===== src/hdl/t4gb_pkg.sv =====
`default_nettype none
// ----------------------------------------------------------------------------
// t4gb_pkg
// Shared types and constants of the tiled 4bpp glyph row blitter: request
// and result payloads, the queue entry between front and back, and the
// configuration register indexes.
// ----------------------------------------------------------------------------
package t4gb_pkg;

  // pixels in one row word, fixed by the 32-bit word of 4-bit pixels
  localparam int PIXELS_PER_ROW_WORD = 8;
  localparam int PIX_W               = 4;

  // configuration port
  localparam int CFG_IDX_W  = 1;
  localparam int CFG_DATA_W = 6;
  localparam logic [CFG_IDX_W-1:0] REG_WINDOW_WIDTH  = 1'd0;
  localparam logic [CFG_IDX_W-1:0] REG_WINDOW_HEIGHT = 1'd1;
  localparam logic [CFG_DATA_W-1:0] WINDOW_WIDTH_RESET  = 6'd30;
  localparam logic [CFG_DATA_W-1:0] WINDOW_HEIGHT_RESET = 6'd20;

  // queue between front and back, depth a power of two
  localparam int QUEUE_DEPTH = 2;
  localparam int QPTR_W      = $clog2(QUEUE_DEPTH);
  localparam int QCNT_W      = $clog2(QUEUE_DEPTH + 1);

  localparam int OFF_W = 15;

  typedef struct packed {
    logic signed [15:0] glyph_left;
    logic signed [15:0] glyph_top;
    logic [3:0]         row_index;
    logic [3:0]         glyph_width;
    logic [31:0]        row_pixels;
  } in_item_t;

  typedef struct packed {
    logic [OFF_W-1:0] byte_offset;
    logic             high_nibble;
    logic [PIX_W-1:0] pixel_value;
    logic             last_write;
  } out_item_t;

  // one classified row: columns to write and the offset of the row in the buffer
  typedef struct packed {
    logic [PIXELS_PER_ROW_WORD-1:0] write_mask;
    logic [15:0]                    left;
    logic [31:0]                    pixels;
    logic [OFF_W-1:0]               row_base;
  } row_entry_t;

endpackage : t4gb_pkg
`default_nettype wire


===== src/hdl/tiled_4bpp_glyph_row_blitter.sv =====
`default_nettype none
// ----------------------------------------------------------------------------
// tiled_4bpp_glyph_row_blitter
// Turns glyph pixel rows into nibble writes for a 4bpp window buffer of
// 8x8 tiles.
// ----------------------------------------------------------------------------
// Each request is one glyph row of up to eight 4-bit pixels. The front
// clips it against the window and classifies it in the cycle it is taken;
// a two-entry queue then hands it to the back, which issues one nibble
// write per cycle while out_ready allows, through a registered output,
// last_write marking the final write of a row. A row gives one write per
// written pixel (up to eight); a row that writes nothing is absorbed by
// the front and produces no result. Requests keep flowing while writes
// wait on out_ready, until the queue fills. Window size registers may
// only be written while no row is in flight; sizes above MAX_WINDOW_TILES
// act as MAX_WINDOW_TILES and a size of zero clips all.
// ----------------------------------------------------------------------------
module tiled_4bpp_glyph_row_blitter #(
  parameter int MAX_WINDOW_TILES = 32
) (
  input  wire logic                              clk,
  input  wire logic                              rst,
  input  wire logic                              in_valid,
  output logic                                   in_ready,
  input  wire t4gb_pkg::in_item_t                in_data,
  output logic                                   out_valid,
  input  wire logic                              out_ready,
  output t4gb_pkg::out_item_t                    out_data,
  input  wire logic                              cfg_valid,
  output logic                                   cfg_ready,
  input  wire logic [t4gb_pkg::CFG_IDX_W-1:0]    cfg_index,
  input  wire logic [t4gb_pkg::CFG_DATA_W-1:0]   cfg_data
);

  logic [t4gb_pkg::CFG_DATA_W-1:0] window_width_tiles;
  logic [t4gb_pkg::CFG_DATA_W-1:0] window_height_tiles;

  logic                   push;
  t4gb_pkg::row_entry_t   push_entry;
  logic                   q_full;
  logic                   pop;
  logic                   q_valid;
  t4gb_pkg::row_entry_t   q_entry;

  // configuration registers
  assign cfg_ready = 1'b1;

  always_ff @(posedge clk) begin
    if (rst) begin
      window_width_tiles  <= t4gb_pkg::WINDOW_WIDTH_RESET;
      window_height_tiles <= t4gb_pkg::WINDOW_HEIGHT_RESET;
    end else if (cfg_valid && cfg_ready) begin
      unique case (cfg_index)
        t4gb_pkg::REG_WINDOW_WIDTH:  window_width_tiles  <= cfg_data;
        t4gb_pkg::REG_WINDOW_HEIGHT: window_height_tiles <= cfg_data;
        default: ;
      endcase
    end
  end

  // classify
  t4gb_front #(
    .MAX_WINDOW_TILES (MAX_WINDOW_TILES)
  ) u_front (
    .in_valid            (in_valid),
    .in_ready            (in_ready),
    .in_data             (in_data),
    .window_width_tiles  (window_width_tiles),
    .window_height_tiles (window_height_tiles),
    .q_full              (q_full),
    .push                (push),
    .push_entry          (push_entry)
  );

  // decoupling queue
  t4gb_fifo u_fifo (
    .clk        (clk),
    .rst        (rst),
    .push       (push),
    .push_entry (push_entry),
    .full       (q_full),
    .pop        (pop),
    .q_valid    (q_valid),
    .q_entry    (q_entry)
  );

  // issue writes
  t4gb_back u_back (
    .clk       (clk),
    .rst       (rst),
    .q_valid   (q_valid),
    .q_entry   (q_entry),
    .pop       (pop),
    .out_valid (out_valid),
    .out_ready (out_ready),
    .out_data  (out_data)
  );

endmodule : tiled_4bpp_glyph_row_blitter
`default_nettype wire


===== src/hdl/t4gb_front.sv =====
`default_nettype none
// ----------------------------------------------------------------------------
// t4gb_front
// Request side: clips the row vertically, builds the mask of columns that
// give a write, and works out the row's base offset in the tile buffer.
// ----------------------------------------------------------------------------
module t4gb_front #(
  parameter int MAX_WINDOW_TILES = 32
) (
  input  wire logic                                 in_valid,
  output logic                                      in_ready,
  input  wire t4gb_pkg::in_item_t                   in_data,
  input  wire logic [t4gb_pkg::CFG_DATA_W-1:0]      window_width_tiles,
  input  wire logic [t4gb_pkg::CFG_DATA_W-1:0]      window_height_tiles,
  input  wire logic                                 q_full,
  output logic                                      push,
  output t4gb_pkg::row_entry_t                      push_entry
);

  localparam int PW = $clog2(MAX_WINDOW_TILES + 1);
  localparam int NP = t4gb_pkg::PIXELS_PER_ROW_WORD;

  logic [PW-1:0]   pitch;
  logic [PW-1:0]   height;
  logic [PW+2:0]   win_w;
  logic [PW+2:0]   win_h;
  logic [16:0]     y;
  logic            y_ok;
  logic [PW-1:0]   y_tile;
  logic [2*PW-1:0] tile_row;
  logic [3:0]      cols;
  logic [16:0]     xs [NP];
  logic [NP-1:0]   mask;

  // clamp window size to the largest supported window
  always_comb begin
    pitch  = ({1'b0, window_width_tiles} > 7'(MAX_WINDOW_TILES)) ?
             PW'(MAX_WINDOW_TILES) : PW'(window_width_tiles);
    height = ({1'b0, window_height_tiles} > 7'(MAX_WINDOW_TILES)) ?
             PW'(MAX_WINDOW_TILES) : PW'(window_height_tiles);
    win_w  = {pitch, 3'b000};
    win_h  = {height, 3'b000};
  end

  // vertical clip and row base offset
  always_comb begin
    y        = {in_data.glyph_top[15], in_data.glyph_top} + 17'(in_data.row_index);
    y_ok     = !y[16] && (y[15:0] < 16'(win_h));
    y_tile   = y[PW+2:3];
    tile_row = (2*PW)'(y_tile) * (2*PW)'(pitch);
    cols     = (in_data.glyph_width > 4'(NP)) ? 4'(NP) : in_data.glyph_width;
  end

  // per column: in use, inside the window, not transparent
  always_comb begin
    for (int c = 0; c < NP; c++) begin
      xs[c]   = {in_data.glyph_left[15], in_data.glyph_left} + 17'(c);
      mask[c] = y_ok && (4'(c) < cols) && !xs[c][16] &&
                (xs[c][15:0] < 16'(win_w)) &&
                (in_data.row_pixels[c*t4gb_pkg::PIX_W +: t4gb_pkg::PIX_W] != '0);
    end
  end

  // rows with nothing to write are absorbed here
  assign in_ready = !q_full;
  assign push     = in_valid && in_ready && (mask != '0);

  always_comb begin
    push_entry.write_mask = mask;
    push_entry.left       = in_data.glyph_left;
    push_entry.pixels     = in_data.row_pixels;
    push_entry.row_base   = t4gb_pkg::OFF_W'({tile_row, 5'b00000}) +
                            t4gb_pkg::OFF_W'({y[2:0], 2'b00});
  end

endmodule : t4gb_front
`default_nettype wire


===== src/hdl/t4gb_fifo.sv =====
`default_nettype none
// ----------------------------------------------------------------------------
// t4gb_fifo
// Short register queue of classified rows between front and back, so that
// each side can stall on its own.
// ----------------------------------------------------------------------------
module t4gb_fifo (
  input  wire logic                  clk,
  input  wire logic                  rst,
  input  wire logic                  push,
  input  wire t4gb_pkg::row_entry_t  push_entry,
  output logic                       full,
  input  wire logic                  pop,
  output logic                       q_valid,
  output t4gb_pkg::row_entry_t       q_entry
);

  t4gb_pkg::row_entry_t              slots [t4gb_pkg::QUEUE_DEPTH];
  logic [t4gb_pkg::QPTR_W-1:0]       wr_ptr;
  logic [t4gb_pkg::QPTR_W-1:0]       rd_ptr;
  logic [t4gb_pkg::QCNT_W-1:0]       count;

  assign full    = (count == t4gb_pkg::QCNT_W'(t4gb_pkg::QUEUE_DEPTH));
  assign q_valid = (count != '0);
  assign q_entry = slots[rd_ptr];

  // storage
  always_ff @(posedge clk) begin
    if (push) begin
      slots[wr_ptr] <= push_entry;
    end
  end

  // pointers and fill count
  always_ff @(posedge clk) begin
    if (rst) begin
      wr_ptr <= '0;
      rd_ptr <= '0;
      count  <= '0;
    end else begin
      if (push) wr_ptr <= wr_ptr + 1'b1;
      if (pop)  rd_ptr <= rd_ptr + 1'b1;
      if (push && !pop) begin
        count <= count + 1'b1;
      end else if (pop && !push) begin
        count <= count - 1'b1;
      end
    end
  end

  assert property (@(posedge clk) disable iff (rst) pop |-> q_valid)
    else $error("queue popped while empty");
  assert property (@(posedge clk) disable iff (rst) push |-> !full)
    else $error("queue pushed while full");

endmodule : t4gb_fifo
`default_nettype wire


===== src/hdl/t4gb_back.sv =====
`default_nettype none
// ----------------------------------------------------------------------------
// t4gb_back
// Write side: walks the column mask of the current row, one nibble write
// a cycle while the output is not stalled, into an output register.
// ----------------------------------------------------------------------------
module t4gb_back (
  input  wire logic                  clk,
  input  wire logic                  rst,
  input  wire logic                  q_valid,
  input  wire t4gb_pkg::row_entry_t  q_entry,
  output logic                       pop,
  output logic                       out_valid,
  input  wire logic                  out_ready,
  output t4gb_pkg::out_item_t        out_data
);

  localparam int NP = t4gb_pkg::PIXELS_PER_ROW_WORD;

  logic                          busy;
  logic [NP-1:0]                 mask;
  logic [15:0]                   left;
  logic [31:0]                   pixels;
  logic [t4gb_pkg::OFF_W-1:0]    row_base;

  logic                          emit;
  logic [NP-1:0]                 rest;
  logic [2:0]                    col;
  logic [15:0]                   x;
  t4gb_pkg::out_item_t           wr_next;

  // lowest pending column
  always_comb begin
    col = '0;
    for (int c = NP - 1; c >= 0; c--) begin
      if (mask[c]) col = 3'(c);
    end
    rest = mask & (mask - 1'b1);
  end

  // address and value of the write
  always_comb begin
    x                   = left + 16'(col);
    wr_next.byte_offset = row_base + t4gb_pkg::OFF_W'({x[12:3], 5'b00000}) +
                          t4gb_pkg::OFF_W'(x[2:1]);
    wr_next.high_nibble = x[0];
    wr_next.pixel_value = pixels[col*t4gb_pkg::PIX_W +: t4gb_pkg::PIX_W];
    wr_next.last_write  = (rest == '0);
  end

  assign emit = busy && (!out_valid || out_ready);
  assign pop  = q_valid && (!busy || (emit && (rest == '0)));

  // current row
  always_ff @(posedge clk) begin
    if (rst) begin
      busy <= 1'b0;
      mask <= '0;
    end else if (pop) begin
      busy <= 1'b1;
      mask <= q_entry.write_mask;
    end else if (emit) begin
      busy <= (rest != '0);
      mask <= rest;
    end
  end

  always_ff @(posedge clk) begin
    if (pop) begin
      left     <= q_entry.left;
      pixels   <= q_entry.pixels;
      row_base <= q_entry.row_base;
    end
  end

  // output register
  always_ff @(posedge clk) begin
    if (rst) begin
      out_valid <= 1'b0;
    end else if (emit) begin
      out_valid <= 1'b1;
    end else if (out_ready) begin
      out_valid <= 1'b0;
    end
  end

  always_ff @(posedge clk) begin
    if (emit) begin
      out_data <= wr_next;
    end
  end

  assert property (@(posedge clk) disable iff (rst) busy |-> (mask != '0))
    else $error("busy with no pending column");
  assert property (@(posedge clk) disable iff (rst)
                   emit |=> (out_valid && (out_data.last_write == $past(rest == '0))))
    else $error("last write flag out of step with the column mask");
  assert property (@(posedge clk) disable iff (rst)
                   (busy && out_valid && !out_ready) |=> $stable(mask))
    else $error("column advanced while the output was stalled");

endmodule : t4gb_back
`default_nettype wire


===== config.mk =====
export PLATFORM = sky130hd
export DESIGN_NAME = tiled_4bpp_glyph_row_blitter
export DESIGN_NICKNAME = d
export VERILOG_FILES = /design/src/hdl/t4gb_pkg.sv /design/src/hdl/tiled_4bpp_glyph_row_blitter.sv /design/src/hdl/t4gb_front.sv /design/src/hdl/t4gb_fifo.sv /design/src/hdl/t4gb_back.sv
export SDC_FILE = /design/constraint.sdc
export NUM_CORES = 1
export LEC_CHECK = 0
export ABC_AREA = 1
export BUFFER_PORTS_ARGS = -buffer_cell sky130_fd_sc_hd__clkbuf_2
export CORE_MARGIN = 2
export CORE_UTILIZATION = 67
export CTS_CLUSTER_DIAMETER = 60
export DETAILED_ROUTE_END_ITERATION = 10
export PLACE_DENSITY = 0.87
export REMOVE_ABC_BUFFERS = 1
export SYNTH_ARGS = -nofsm -noshare
export SYNTH_HDL_FRONTEND = slang
export SYNTH_HIERARCHICAL = 1
export SYNTH_SLANG_ARGS = --single-unit

===== constraint.sdc =====
create_clock -name clk -period 21 [get_ports clk]
set_clock_uncertainty 0.15 [all_clocks]
set_input_delay 3.15 -clock clk [delete_from_list [all_inputs] [get_ports clk]]
set_output_delay 3.15 -clock clk [all_outputs]
set_load 0.005 [all_outputs]

# Yosys cells after proc, flatten, opt, wreduce, memory -nomap -nowiden
# Memories as Yosys holds them, arrays and structs flattened. A register that Yosys moved wholly into a read port is not among the register bits.
# Cells that the tools add are included.
# word_totals
regBits,107
mem_bits_rw,142
inputBits,84
out_inout_bits,24
mem_count,1
# memory_table
memory,depth,word_bits,rd,rd_clocked_by_memory_dff,write_ports,line,rtl
u_fifo.slots,2,71,1,1,1,t4gb_fifo.sv:18,t4gb_pkg::row_entry_t slots [t4gb_pkg::QUEUE_DEPTH];
# op_classes
add_sub_neg,17
n_mul,1
n_lt_le_gt_ge,20
eq_ne,1
n_shift,1
n_mux,23
n_bitwise,2
reduce_logical,73
# op_table
operator,count
$lt A16 B9 Y1,9
$add A16 B4 Y17 const B,4
$logic_and A1 B1 Y1,40
$add A16 B3 Y17 const B,2
$reduce_bool A4 Y1,8
$shiftx A32 B6 Y4,1
$mux W3,8
$add A16 B2 Y17 const B,1
$add A16 B5 Y17,1
$lt A3 B4 Y1 const A,4
$mux W8,2
$reduce_bool A8 Y1,2
$add A15 B15 Y15,1
$add A15 B2 Y15,1
$add A15 B5 Y15,1
$logic_not A1 Y1,14
$add A13 B3 Y13,1
$gt A6 B6 Y1 const B,2
$mux W6,2
$mul A6 B6 Y10,1
$and A8 B8 Y8,1
$logic_not A8 Y1,1
$lt A1 B4 Y1 const A,2
$lt A2 B4 Y1 const A,2
other kinds (13),27

# Depth between registers and ports, before layout
# Gate-level depths: netlist of run 1.
# logic_depth
depth_word,14
ltp_mapped,29
ltp_nobuf,29

# By module
# Netlist of run 1, hierarchy kept.
# by_module_without_submodules
mod,n_inst,cells_each,area_each_um2
t4gb_fifo,1,254,5704.2
t4gb_front,1,872,5129.9
t4gb_back,1,416,4446.8
tiled_4bpp_glyph_row_blitter,1,63,471.7

# Least setup slack after synthesis of run 1
# OpenSTA, ideal clock, no wires.
# synth_path
path_kind,input -> register
startpoint,in in_data[36] (netlist bit)
endpoint,"mem u_fifo/slots[0][0] (netlist bit), enable pin"
arrival_ps,8766
required_time_ps,20350
path_slack_ps,11584
cell_stages,20
n_path_buf,0
path_cell_list,ha_1 fa_1 a31oi_1 nand2_1 nand2_1 inv_1 ha_1 a21oi_1 nor2_1 nor3b_1 nand2_1 nand2_1 nand3_1 nor2_8 nand4_1 nand2_1 nor2_1 a21oi_1 inv_1 nor2_1
# synth_via
elab_chain_cells,11
elab_cells_between_ends,40
# synth_lines
element,line,rtl
from (decl),tiled_4bpp_glyph_row_blitter.sv:25,"input wire t4gb_pkg::in_item_t in_data,"
$add A16 B5 Y17 *,t4gb_front.sv:47,"y = {in_data.glyph_top[15], in_data.glyph_top} + 17'(in_data.row_index);"
$lt A16 B9 Y1 or $logic_not A1 Y1 (tied branches),t4gb_front.sv:48,y_ok = !y[16] && (y[15:0] < 16'(win_h));
$logic_and A1 B1 Y1 *,t4gb_front.sv:48,
$logic_and A1 B1 Y1 (3 in a row),t4gb_front.sv:58,mask[c] = y_ok && (4'(c) < cols) && !xs[c][16] &&
$logic_and A1 B1 Y1,t4gb_front.sv:59,(xs[c][15:0] < 16'(win_w)) &&
$reduce_bool A8 Y1 *,t4gb_front.sv:66,assign push = in_valid && in_ready && (mask != '0);
$logic_and A1 B1 Y1 *,t4gb_front.sv:66,
named net push,tiled_4bpp_glyph_row_blitter.sv:38,logic push;
$mux W1 *,t4gb_fifo.sv:29,if (push) begin
$mux W1 (not written as such) *,t4gb_fifo.sv:30,slots[wr_ptr] <= push_entry;
to (decl),t4gb_fifo.sv:18,
# Mark *: on every way through the listed nets, which the timed path passes. The rest lies on a longest branch.

==> metrics.md, run 1 <==
| Metric | Value |
|---|---|
| I/O pin count | between 100 and 150 |
| PortBufs | approximately 110 |
| FF-to-FF Start | window_width_tiles[0] |
| Pwr/cell area | roughly 120 mW/mm² |
| Via density | 5.89 |
| Cells on worst reg2reg path | 21 |
| DIE HEIGHT | approximately 160 µm |
| Final period util | a little under two fifths |
| Post-DP HPWL | around 28000 µm |
| Met3 Usage GRT | 3.61% |
| CP required | about 21 ns |
| Tmin final | just under 8 ns |
| Setup WS post-layout | 13.20 ns |
| Critical path cell sequence | clkbuf_2, ha_1, fa_1, a31oi_1, nor2_1, inv_1, nand2_1, inv_1, nand2_1, fa_1, fa_1, fa_1, inv_1, ha_1, a21oi_1, nor2_1, nor2_1, o21ai_0, a21oi_1, xor2_1, xor2_1, inv_1 |
| DP Worst Slack | 12.85 ns |
| CP arrival | 7.93 ns |
| Setup crit end kind | register |
| Peak VDD IR | 89.6 µV |
| CTS resizes | 0 |
| Antenna fix cells | 0 |
| FMAX | 128 MHz |
| Min-Delay Path Class | register to register |
| Number of global-route vias before repair | roughly 12000 |
| Worst-path fanout max | 5 |
| Fraction of layout cells with a size suffix above 1 | a little under a fifth |
| Reg2reg setup slack | 15.91 ns |
| Slew HR | 37.1% |
| Nets@finish | between 1500 and 2000 |
| ANT nets after route | 0 |
| Final setup viols | 0 |
| Area of the multi-input gates | ~0.0071 mm² |
| GRT Total Usage | 32.1% |
| GR peak layer | met2 |
| FF-to-FF End | u_fifo/slots[1][14] |
| First-pass GRT wire length | 60300 µm |
| Synth Instances | 1593 |
| Post-route design area | 0.0167 mm² |
| Met1 Track Usage GR | between 40% and 50% |
| Clk sinks | 244 |
| Drt first-iter violations | 1105 |
| Logic depth of the worst setup path including buffers | 22 |
| Crit path buffers/inverters | 5 |
| RSZ-0062 raised after global routing | no |
| Syn. warnings | 6 |
| Slowest stage delay, CP | around 0.54 ns |
| Avg Synthesized Cell Area | around 9.7 µm² |
| Drt pass-1 iters | 6 |
| Row count | 55 |
| Placed cell areas | ~0.016 mm² |
| Initial antenna violation count | 0 |
| Die footprint | roughly 0.024 mm² |
| Final Wtd Congestion | a little over 1 |
| Syn Std Cell Area | around 0.016 mm² |
| CP Launch Type | input pin |
| FILL cells | about 1500 |
| # Post-CTS Setup Buffers | 0 |
| Die span in x | 156 µm |
| GRT overflow | 0 |
| Routed via count | approximately 12000 |
| Final WL | roughly 40000 µm |
| Max Slew Vio Count | 0 |
| Final hold vios | 0 |
| Area grow syn2layout | 7.73% |
| Clock root buffer | clkbuf_16 |
| Worst-Margin Slew | about 0.94 ns |
| # hold bufs at CTS | 0 |
| Slowest cell on crit path | fa_1 |
| H-tree level count | 1 |
| Clock buffer count from CTS | 25 |
| WL/cell | a little under 20 µm |
| TritonCTS clock tree | built |
| TNS Setup | 0 ns |
| Status | finished, final reports clean |
| CTS clk-pin slew, worst paths | 0.06 ns |
| Remaining DRCs | 0 |
| Worst Setup SP | in_data[36] |
| Total area of sequential cells | between 0.007 and 0.008 mm² |
| Setup crit end | u_fifo/slots[1][14] |
| Crit Path Category | input pin to register |
| Largest net degree at the start of global routing | 70 |
| Core box area | about 0.023 mm² |
| Max_cap viols | 0 |
| P_leak | around 0.0076 µW |
| Worst-case clock buffer depth | 3 |
| Latest clock arrival within the worst-skew pair | roughly 0.52 ns |
| Initial Util | between 60 and 70% |
| Cell family with most CP delay | adder cells |
| HP Start | window_width_tiles[3] |
| Met2 Use GR | 55.6% |
-- cells in the final DEF (no fill, tap or decap), types with 8 or more instances in the layout --
cell type / instances
nor3_1: 8
nor2_1: 165
o21ai_1: 12
o211ai_1: 14
nand3_2: 9
clkbuf_16: 25
nand3_1: 101
nand2_1: 305
a21oi_1: 47
nand2_4: 8
mux2_4: 67
nand4_1: 25
nor2_2: 11
nor2_4: 9
clkinv_1: 9
edfxtp_1: 217
nand3b_1: 21
ha_1: 82
clkbuf_2: 106
dfxtp_1: 26
fa_1: 19
inv_1: 188
o21ai_0: 32
nand2_2: 20
inv_2: 14
xor2_1: 70
-- state kept, by name, summed over array words and instances, names as in the netlist, named ones only --
| signal | count |
|---|---|
| u_back/busy | 1 |
| u_back/left | 13 |
| u_back/mask | 8 |
| u_back/out_data | 21 |
| u_back/out_valid | 1 |
| u_back/pixels | 32 |
| u_back/row_base | 15 |
| u_fifo/count | 2 |
| u_fifo/rd_ptr | 1 |
| u_fifo/slots | 136 |
| u_fifo/wr_ptr | 1 |
| window_height_tiles | 6 |
| window_width_tiles | 6 |
-- stage by stage --
step           hold slack (ns)  utilization (%)  power [µW]  instances
5_1_grt                  0.363             73.6        2100       1960
3_3_place_gp             0.299             69.6        1450       1914
2_1_floorplan            0.279                -        1280       1518
6_report                 0.341             73.6        1990       1960
3_5_place_dp             0.303             69.6        1500       1914
4_1_cts                  0.333             73.6        1980       1960
-- where the power goes --
part | switching [µW] | total, µW | internal, µW | leakage [µW]
sequential | 52.2 | 723 | 671 | 0.00225
clock | 185 | 473 | 288 | 0.000430
combinational | 507 | 798 | 291 | 0.00491
total | 744 | 1990 | 1250 | 0.00759
-- cell type report --
type | count | share of cell area (%)
sequential | 244 | 42.3
multi-input combinational | 1067 | 42.2
inverter | 207 | 4.66
clock buffer | 28 | 3.93
timing repair buffer | 111 | 3.40
tap | 285 | 2.13
clock inverter | 18 | 1.39
-- worst min path at each step --
stage	endpoint	slack [ns]	cells past startpoint
floorplan	window_width_tiles[2]	0.28	2
global placement	window_width_tiles[3]	0.30	2
detailed placement	window_width_tiles[3]	0.30	2
CTS	window_width_tiles[3]	0.33	2
global route	window_width_tiles[3]	0.36	2
finish	window_width_tiles[3]	0.34	2
-- per-layer routing --
| layer | part of all wire, % | vias up |
|---|---|---|
| li1 | - | 5407 |
| met3 | 7.0 | 119 |
| met5 | 0 | - |
| met1 | 39 | 5417 |
| met2 | 50 | 601 |
| met4 | 4.4 | 0 |
-- worst register-to-register path, stage by stage, from the launching register on --
cell     delay (ns)
dfxtp_1        0.34
nor2_1         0.14
nand4_1        0.12
nand2_1        0.14
inv_1          0.07
nor2_1         0.25
inv_1          0.34
nor2_1         0.22
fa_1           0.46
fa_1           0.54
inv_1          0.06
fa_1           0.53
inv_1          0.04
ha_1           0.29
inv_1          0.14
nor2_1         0.07
nor2_1         0.20
o21ai_0        0.17
a21oi_1        0.18
xor2_1         0.20
xor2_1         0.15
inv_1          0.07
Power figures use the tool's default switching activity.
==> inputs of run 2 (changes only) <==
--- a/config.mk
+++ b/config.mk
@@ -8,10 +8,10 @@
 export ABC_AREA = 1
 export BUFFER_PORTS_ARGS = -buffer_cell sky130_fd_sc_hd__clkbuf_2
 export CORE_MARGIN = 2
-export CORE_UTILIZATION = 67
+export CORE_UTILIZATION = 62
 export CTS_CLUSTER_DIAMETER = 60
 export DETAILED_ROUTE_END_ITERATION = 10
-export PLACE_DENSITY = 0.87
+export PLACE_DENSITY = 0.81
 export REMOVE_ABC_BUFFERS = 1
 export SYNTH_ARGS = -nofsm -noshare
 export SYNTH_HDL_FRONTEND = slang
==> constraint.sdc (replaced) <==
create_clock -name clk -period 7.7 [get_ports clk]
set_clock_uncertainty 0.15 [all_clocks]
set_input_delay 1.155 -clock clk [delete_from_list [all_inputs] [get_ports clk]]
set_output_delay 1.155 -clock clk [all_outputs]
set_load 0.005 [all_outputs]
==> run 2 against run 1 <==
Net effect:
- worst setup slack lost 11 ns
- sequential cell count did not move
- final cell count grew 1.9%
- combinational power increased to 2.6 times the previous value
- global-route usage down 5.1 points
- non-clock buffer count did not move
- utilization down 5.4 points
- die area increased by 7.9%
- clock power increased by 140%
- largest power group unchanged
==> metrics.md, run 2 (synthesized netlist as in run 1, its figures left out) <==
| Metric | Value |
|---|---|
| Status | finished, final reports clean |
| Die footprint | ~0.026 mm² |
| HP Start | window_width_tiles[4] |
| Largest net degree at the start of global routing | 63 |
| Die span in x | between 150 and 200 µm |
| CTS clk-pin slew, worst paths | roughly 0.050 ns |
| Max Slew Vio Count | 0 |
| Via density | 5.64 |
| Core box area | 0.0245 mm² |
| Routed via count | between 10000 and 15000 |
| PortBufs | about 110 |
| ANT nets after route | 0 |
| First-pass GRT wire length | ~55000 µm |
| Drt first-iter violations | ~1100 |
| Min-Delay Path Class | register to register |
| CTS resizes | 0 |
| Final WL | approximately 36000 µm |
| FF-to-FF End | u_fifo/slots[1][14] |
| Top Registers | u_fifo/slots x136, u_back/pixels x32, u_back/out_data x21 |
| Latest clock arrival within the worst-skew pair | ~0.52 ns |
| Final hold vios | 0 |
| WL met2 | 17300 µm |
| Internal power | between 3000 and 4000 µW |
| Commonest non-fill, non-tap cell in the layout | nand2_1 |
| GRT Total Usage | roughly 27% |
| I/O pin count | 108 |
| Setup crit end kind | register |
| Initial Util | between 60 and 70% |
| FMAX | around 180 MHz |
| Final hold slack | roughly 0.32 ns |
| Max reg flops | around 140 |
| Worst-case clock buffer depth | 3 |
| Clk pwr share | 22.1% |
| Peak VDD IR | about 270 µV |
| DIE HEIGHT | ~160 µm |
| Slew HR | approximately 31% |
| RSZ-0062 raised after global routing | no |
| DR WL met3 | between 2000 and 2500 µm |
| Area grow syn2layout | 7.45% |
| Cells on worst reg2reg path | 19 |
| Fraction of layout cells with a size suffix above 1 | between 10% and 20% |
| Antenna fix cells | 0 |
| Worst-path fanout max | 6 |
| CP arrival | ~5.7 ns |
| Post-DP HPWL | 26500 µm |
| Number of global-route vias before repair | 10872 |
| Pwr/cell area | approximately 310 mW/mm² |
| Nets@finish | 1840 |
| P_leak | approximately 0.0076 µW |
| Final period util | about 73% |
| Hold Path Cell Cnt | 2 |
| Sw frac | between 30% and 40% |
| Clock buffer count from CTS | 24 |
| Reg2reg setup slack | roughly 2.8 ns |
| GRT overflow | 0 |
| WL met1 | 14600 µm |
| CP required | between 7 and 8 ns |
| Sequential Power Share | between 30% and 40% |
| Crit Path Category | input pin to register |
| NetSw | slightly below 2000 µW |
| # hold bufs at CTS | 0 |
| Drt pass-1 iters | 6 |
| Top layer reached by signal wires | met4 |
| TritonCTS clock tree | built |
| Worst Hold End | window_width_tiles[4] |
| Most flop-heavy register | u_fifo/slots |
| Final Wtd Congestion | around 1.0 |
| Worst Setup SP | in_data[38] |
| Row count | 57 |
| Commonest non-fill, non-tap cells in the layout | nand2_1, edfxtp_1, inv_1 |
| Clk sinks | approximately 240 |
| H-tree level count | 1 |
| Remaining DRCs | 0 |
| Combinational power share | 40.1% |
| FF-to-FF Start | window_width_tiles[5] |
| CP Launch Type | input pin |
| # Post-CTS Setup Buffers | 0 |
| Worst-Margin Slew | approximately 1.0 ns |
| Max_cap viols | 0 |
| Final setup viols | 0 |
| Clock root buffer | clkbuf_16 |
| TNS Setup | 0 ns |
| WL/cell | around 18 µm |
| Tmin final | approximately 5.6 ns |
| Initial antenna violation count | 0 |
-- run 2: cell types whose count changed in the layout (fill, tap and decap cells not counted), moves of 2 or more --
cell | before | now
clkbuf_1 | 1 | 5
clkinv_2 | 4 | 7
bufinv_16 | 5 | 3
clkbuf_8 | 2 | 0
clkinv_1 | 9 | 7
clkinv_4 | 0 | 2
clkinvlp_4 | 2 | 0
inv_6 | 2 | 0
-- run 2: layout make-up --
type                    count  area, µm²
clock buffers              29        619
clock inverters            15        165
fillers                  1825       7800
well taps                 324        405
multi-input cells        1067       7050
flip-flops and latches    244       7060
inverters                 207        778
repair buffers            111        581
-- run 2: worst max-delay path, stage by stage --
cell,delay (ns)
clkbuf_2,0.09
ha_1,0.37
nand2_1,0.07
nand2_1,0.10
nand3_1,0.08
nand3_1,0.15
xor2_1,0.44
inv_1,0.14
nor2_1,0.16
fa_1,0.48
fa_1,0.56
inv_1,0.06
fa_1,0.53
inv_1,0.04
ha_1,0.28
inv_1,0.10
nor2_1,0.06
nor2_1,0.14
o21ai_0,0.10
a21oi_1,0.17
xor2_1,0.19
xor2_1,0.17
inv_1,0.06
-- run 2: power groups by stage --
| stage | sequential (µW) | clock [µW] | combinational (µW) |
|---|---|---|---|
| after detailed placement | 2000 | 0 | 2060 |
| after floorplan | 2010 | 0 | 1490 |
| after global routing | 2000 | 1210 | 2330 |
| after CTS | 1970 | 1170 | 2090 |
| final | 1970 | 1150 | 2100 |
| after global placement | 1990 | 0 | 1970 |
-- run 2: worst max-delay path by stage --
stage                           to  cells past startpoint
2_1_floorplan   u_fifo/slots[0][0]                     20
3_3_place_gp   u_fifo/slots[0][14]                     22
3_5_place_dp   u_fifo/slots[1][14]                     22
4_1_cts        u_fifo/slots[1][14]                     22
5_1_grt        u_fifo/slots[1][14]                     23
6_report       u_fifo/slots[1][14]                     23
-- run 2: stage by stage --
step	instances	util [%]	area (µm²)	worst slack [ns]	total power, µW
5_1_grt	1997	68.1	16700	1.73	5530
4_1_cts	1997	68.1	16700	2.12	5230
3_3_place_gp	1953	64.9	15900	1.71	3960
2_1_floorplan	1518	-	14900	0.409	3500
3_5_place_dp	1953	64.9	15900	1.60	4060
6_report	1997	68.1	16700	2.09	5220
-- run 2: layer usage --
metal / vias to the layer above / global-route usage [%]
li1: 5402 / -
met1: 5250 / 34.1
met2: 494 / 46.0
met3: 113 / 4.14
met4: 0 / 12.1
met5: - / 0
==> inputs of run 3 (changes only) <==
--- a/config.mk
+++ b/config.mk
@@ -5,13 +5,13 @@
 export SDC_FILE = /design/constraint.sdc
 export NUM_CORES = 1
 export LEC_CHECK = 0
-export ABC_AREA = 1
+export ABC_AREA = 0
 export BUFFER_PORTS_ARGS = -buffer_cell sky130_fd_sc_hd__clkbuf_2
 export CORE_MARGIN = 2
-export CORE_UTILIZATION = 62
+export CORE_UTILIZATION = 55
 export CTS_CLUSTER_DIAMETER = 60
 export DETAILED_ROUTE_END_ITERATION = 10
-export PLACE_DENSITY = 0.81
+export PLACE_DENSITY = 0.77
 export REMOVE_ABC_BUFFERS = 1
 export SYNTH_ARGS = -nofsm -noshare
 export SYNTH_HDL_FRONTEND = slang
==> constraint.sdc (replaced) <==
create_clock -name clk -period 5 [get_ports clk]
set_clock_uncertainty 0.15 [all_clocks]
set_input_delay 0.75 -clock clk [delete_from_list [all_inputs] [get_ports clk]]
set_output_delay 0.75 -clock clk [all_outputs]
set_load 0.005 [all_outputs]
==> run 3 against run 2 <==
Net effect:
- hold slack worse by 0.033 ns
- sequential cell count unchanged
- non-clock buffer count up 90
- register-to-register slack worse by 2.1 ns
- utilization down 5.0 points
- clock power up 44%
- synthesized cell count down 23%
- first-iteration DRC count down 17%
- critical path type unchanged
==> metrics.md, run 3 <==
| Metric | Value |
|---|---|
| Status | finished, final reports clean |
| ANT nets after route | 0 |
| Hold Path Cell Cnt | 1 |
| Final setup viols | 0 |
| Post-DP HPWL | 23200 µm |
| CP required | approximately 5.1 ns |
| Max Slew Vio Count | 0 |
| Final period util | 97.0% |
| Logic depth of the worst setup path including buffers | 22 |
| PortBufs | around 110 |
| Most flop-heavy register | u_fifo/slots |
| Cell family with most CP delay | adder cells |
| GRT overflow | 0 |
| Layout Cells excl Fill | around 1700 |
| Remaining DRCs | 0 |
| Routed via count | just under 10000 |
| DP Worst Slack | -0.698 ns |
| Drt pass-1 iters | 5 |
| Antenna fix cells | 0 |
| Min-Delay Path Class | input pin to register |
| Commonest non-fill, non-tap cells in the layout | edfxtp_1, clkbuf_2, nor2_1 |
| Cells on worst reg2reg path | 15 |
| Final Wtd Congestion | about 0.92 |
| Max reg flops | ~140 |
| Peak VDD IR | 326 µV |
| Top Registers | u_fifo/slots x136, u_back/pixels x32, u_back/out_data x21 |
| Synth Instances | between 1000 and 1500 |
| Initial Util | about 56% |
| Nets@finish | 1541 |
| # placed instances | 1655 |
| GRT Total Usage | a little under a quarter |
| TritonCTS clock tree | built |
| Most used cell, CP | inv_1 |
| Slowest cell on crit path | fa_1 |
| Overall Power | ~7800 µW |
| Area grow syn2layout | 13.6% |
| Syn Std Cell Area | 0.0144 mm² |
| Syn. warnings | 6 |
| CP arrival | slightly below 5 ns |
| Clock buffer count from CTS | 25 |
| Slew HR | a little over a third |
| Final core utilization | 63.1% |
| Sw frac | between 30% and 40% |
| Worst-case clock buffer depth | 3 |
| Crit Path Category | input pin to register |
| I/O pin count | approximately 110 |
| Setup crit end kind | register |
| Worst-Margin Slew | between 0.9 and 1 ns |
| # hold bufs at CTS | 0 |
| Largest net degree at the start of global routing | 39 |
| Slowest stage delay, CP | between 0.5 and 0.6 ns |
| Critical path cell sequence | buf_6, ha_4, fa_2, a211o_1, o211ai_2, nor2_2, xnor2_1, inv_1, buf_4, nand2_1, fa_1, inv_1, fa_1, inv_1, fa_1, inv_1, ha_1, inv_1, o21bai_1, a21oi_2, xnor2_1, xnor2_1 |
| Worst-path fanout max | 3 |
| DIE HEIGHT | approximately 170 µm |
| Die footprint | approximately 0.027 mm² |
| RSZ-0062 raised after global routing | yes |
| Row count | 59 |
| P_leak | between 0.006 and 0.007 µW |
| Sequential Power Share | between 30% and 40% |
| Clk pwr share | between 20% and 30% |
| Latest clock arrival within the worst-skew pair | 0.52 ns |
| Avg Synthesized Cell Area | between 10 and 15 µm² |
| Via density | around 5.8 |
| Commonest non-fill, non-tap cell in the layout | edfxtp_1 |
| Crit path buffers/inverters | 7 |
| Combinational power share | between 40% and 50% |
| Tmin final | between 4 and 5 ns |
| Clock root buffer | clkbuf_16 |
| Initial antenna violation count | 0 |
| Drt first-iter violations | a little under 900 |
| WL/cell | 18.9 µm |
| CP Launch Type | input pin |
| CTS clk-pin slew, worst paths | ~0.060 ns |
| Clk sinks | 244 |
| FMAX | just over 200 MHz |
| Max_cap viols | 0 |
| Fraction of layout cells with a size suffix above 1 | 26.7% |
| Setup WS post-layout | about 0.15 ns |
| NetSw | 2670 µW |
| Die span in x | approximately 170 µm |
| TNS Setup | 0 ns |
| Core box area | roughly 0.026 mm² |
| Final hold vios | 0 |
| H-tree level count | 1 |
| First-pass GRT wire length | 49500 µm |
| Final WL | between 30000 and 40000 µm |
| Number of global-route vias before repair | roughly 9500 |
| Pwr/cell area | between 400 and 500 mW/mm² |
| Internal power | approximately 5200 µW |
[run 3: final cells by class]
| class | count | area, µm² |
|---|---|---|
| tap | 335 | 419 |
| fill | 1951 | 9540 |
| clock inverter | 14 | 83.8 |
| multi-input combinational | 825 | 6560 |
| sequential | 244 | 7060 |
| timing repair buffer | 201 | 1320 |
| clock buffer | 30 | 644 |
| inverter | 59 | 221 |
[run 3: power by group through the flow]
| stage | clock network [µW] | registers, µW | logic [µW] |
|---|---|---|---|
| after floorplan | 0 | 3050 | 2070 |
| after global placement | 0 | 3040 | 2970 |
| after detailed placement | 0 | 3050 | 3040 |
| after CTS | 1690 | 3010 | 3100 |
| after global routing | 1760 | 3050 | 3520 |
| final | 1660 | 3010 | 3180 |
[run 3: metal layers]
layer	share of wire (%)	track usage, %	wire, µm
met4	2.5	7.80	794
met1	44	32.2	14100
met5	0	0	0
met3	5.7	2.85	1850
met2	48	37.9	15500
[run 3: worst reg2reg max path, stage by stage (launching register included)]
cell and delay (ns):
dfxtp_1 0.51, clkinv_1 0.32, nand2_1 0.30, buf_4 0.25
ha_1 0.18, a2111o_1 0.13, a31oi_1 0.05, o31a_1 0.31
o2111ai_1 0.18, a21oi_1 0.12, or4_4 0.55, o311a_4 0.34
ha_2 0.19, xor2_1 0.15, or3_1 0.36, a21oi_2 0.11
[run 3: worst paths after layout]
check                    startpoint                     end  slack (ns)
max                     in_data[36]     u_fifo/slots[0][14]        0.15
min                     in_data[27]     u_fifo/slots[0][42]        0.29
max reg2reg   window_width_tiles[5]         u_fifo/count[1]        0.69
min reg2reg  window_height_tiles[5]  window_height_tiles[5]        0.35
[run 3: per-stage QoR]
| stage | area [µm²] | hold WS [ns] |
|---|---|---|
| 2_1_floorplan | 13700 | 0.302 |
| 3_3_place_gp | 15300 | 0.327 |
| 3_5_place_dp | 15300 | 0.340 |
| 4_1_cts | 16100 | 0.271 |
| 5_1_grt | 16300 | 0.279 |
| 6_report | 16300 | 0.285 |
[run 3: what timing repair did]
action,4_1_cts,5_1_grt
buffers inserted,1,8
pin swaps,2,37
gates resized for setup,6,35
endpoints found under the setup margin,140,144
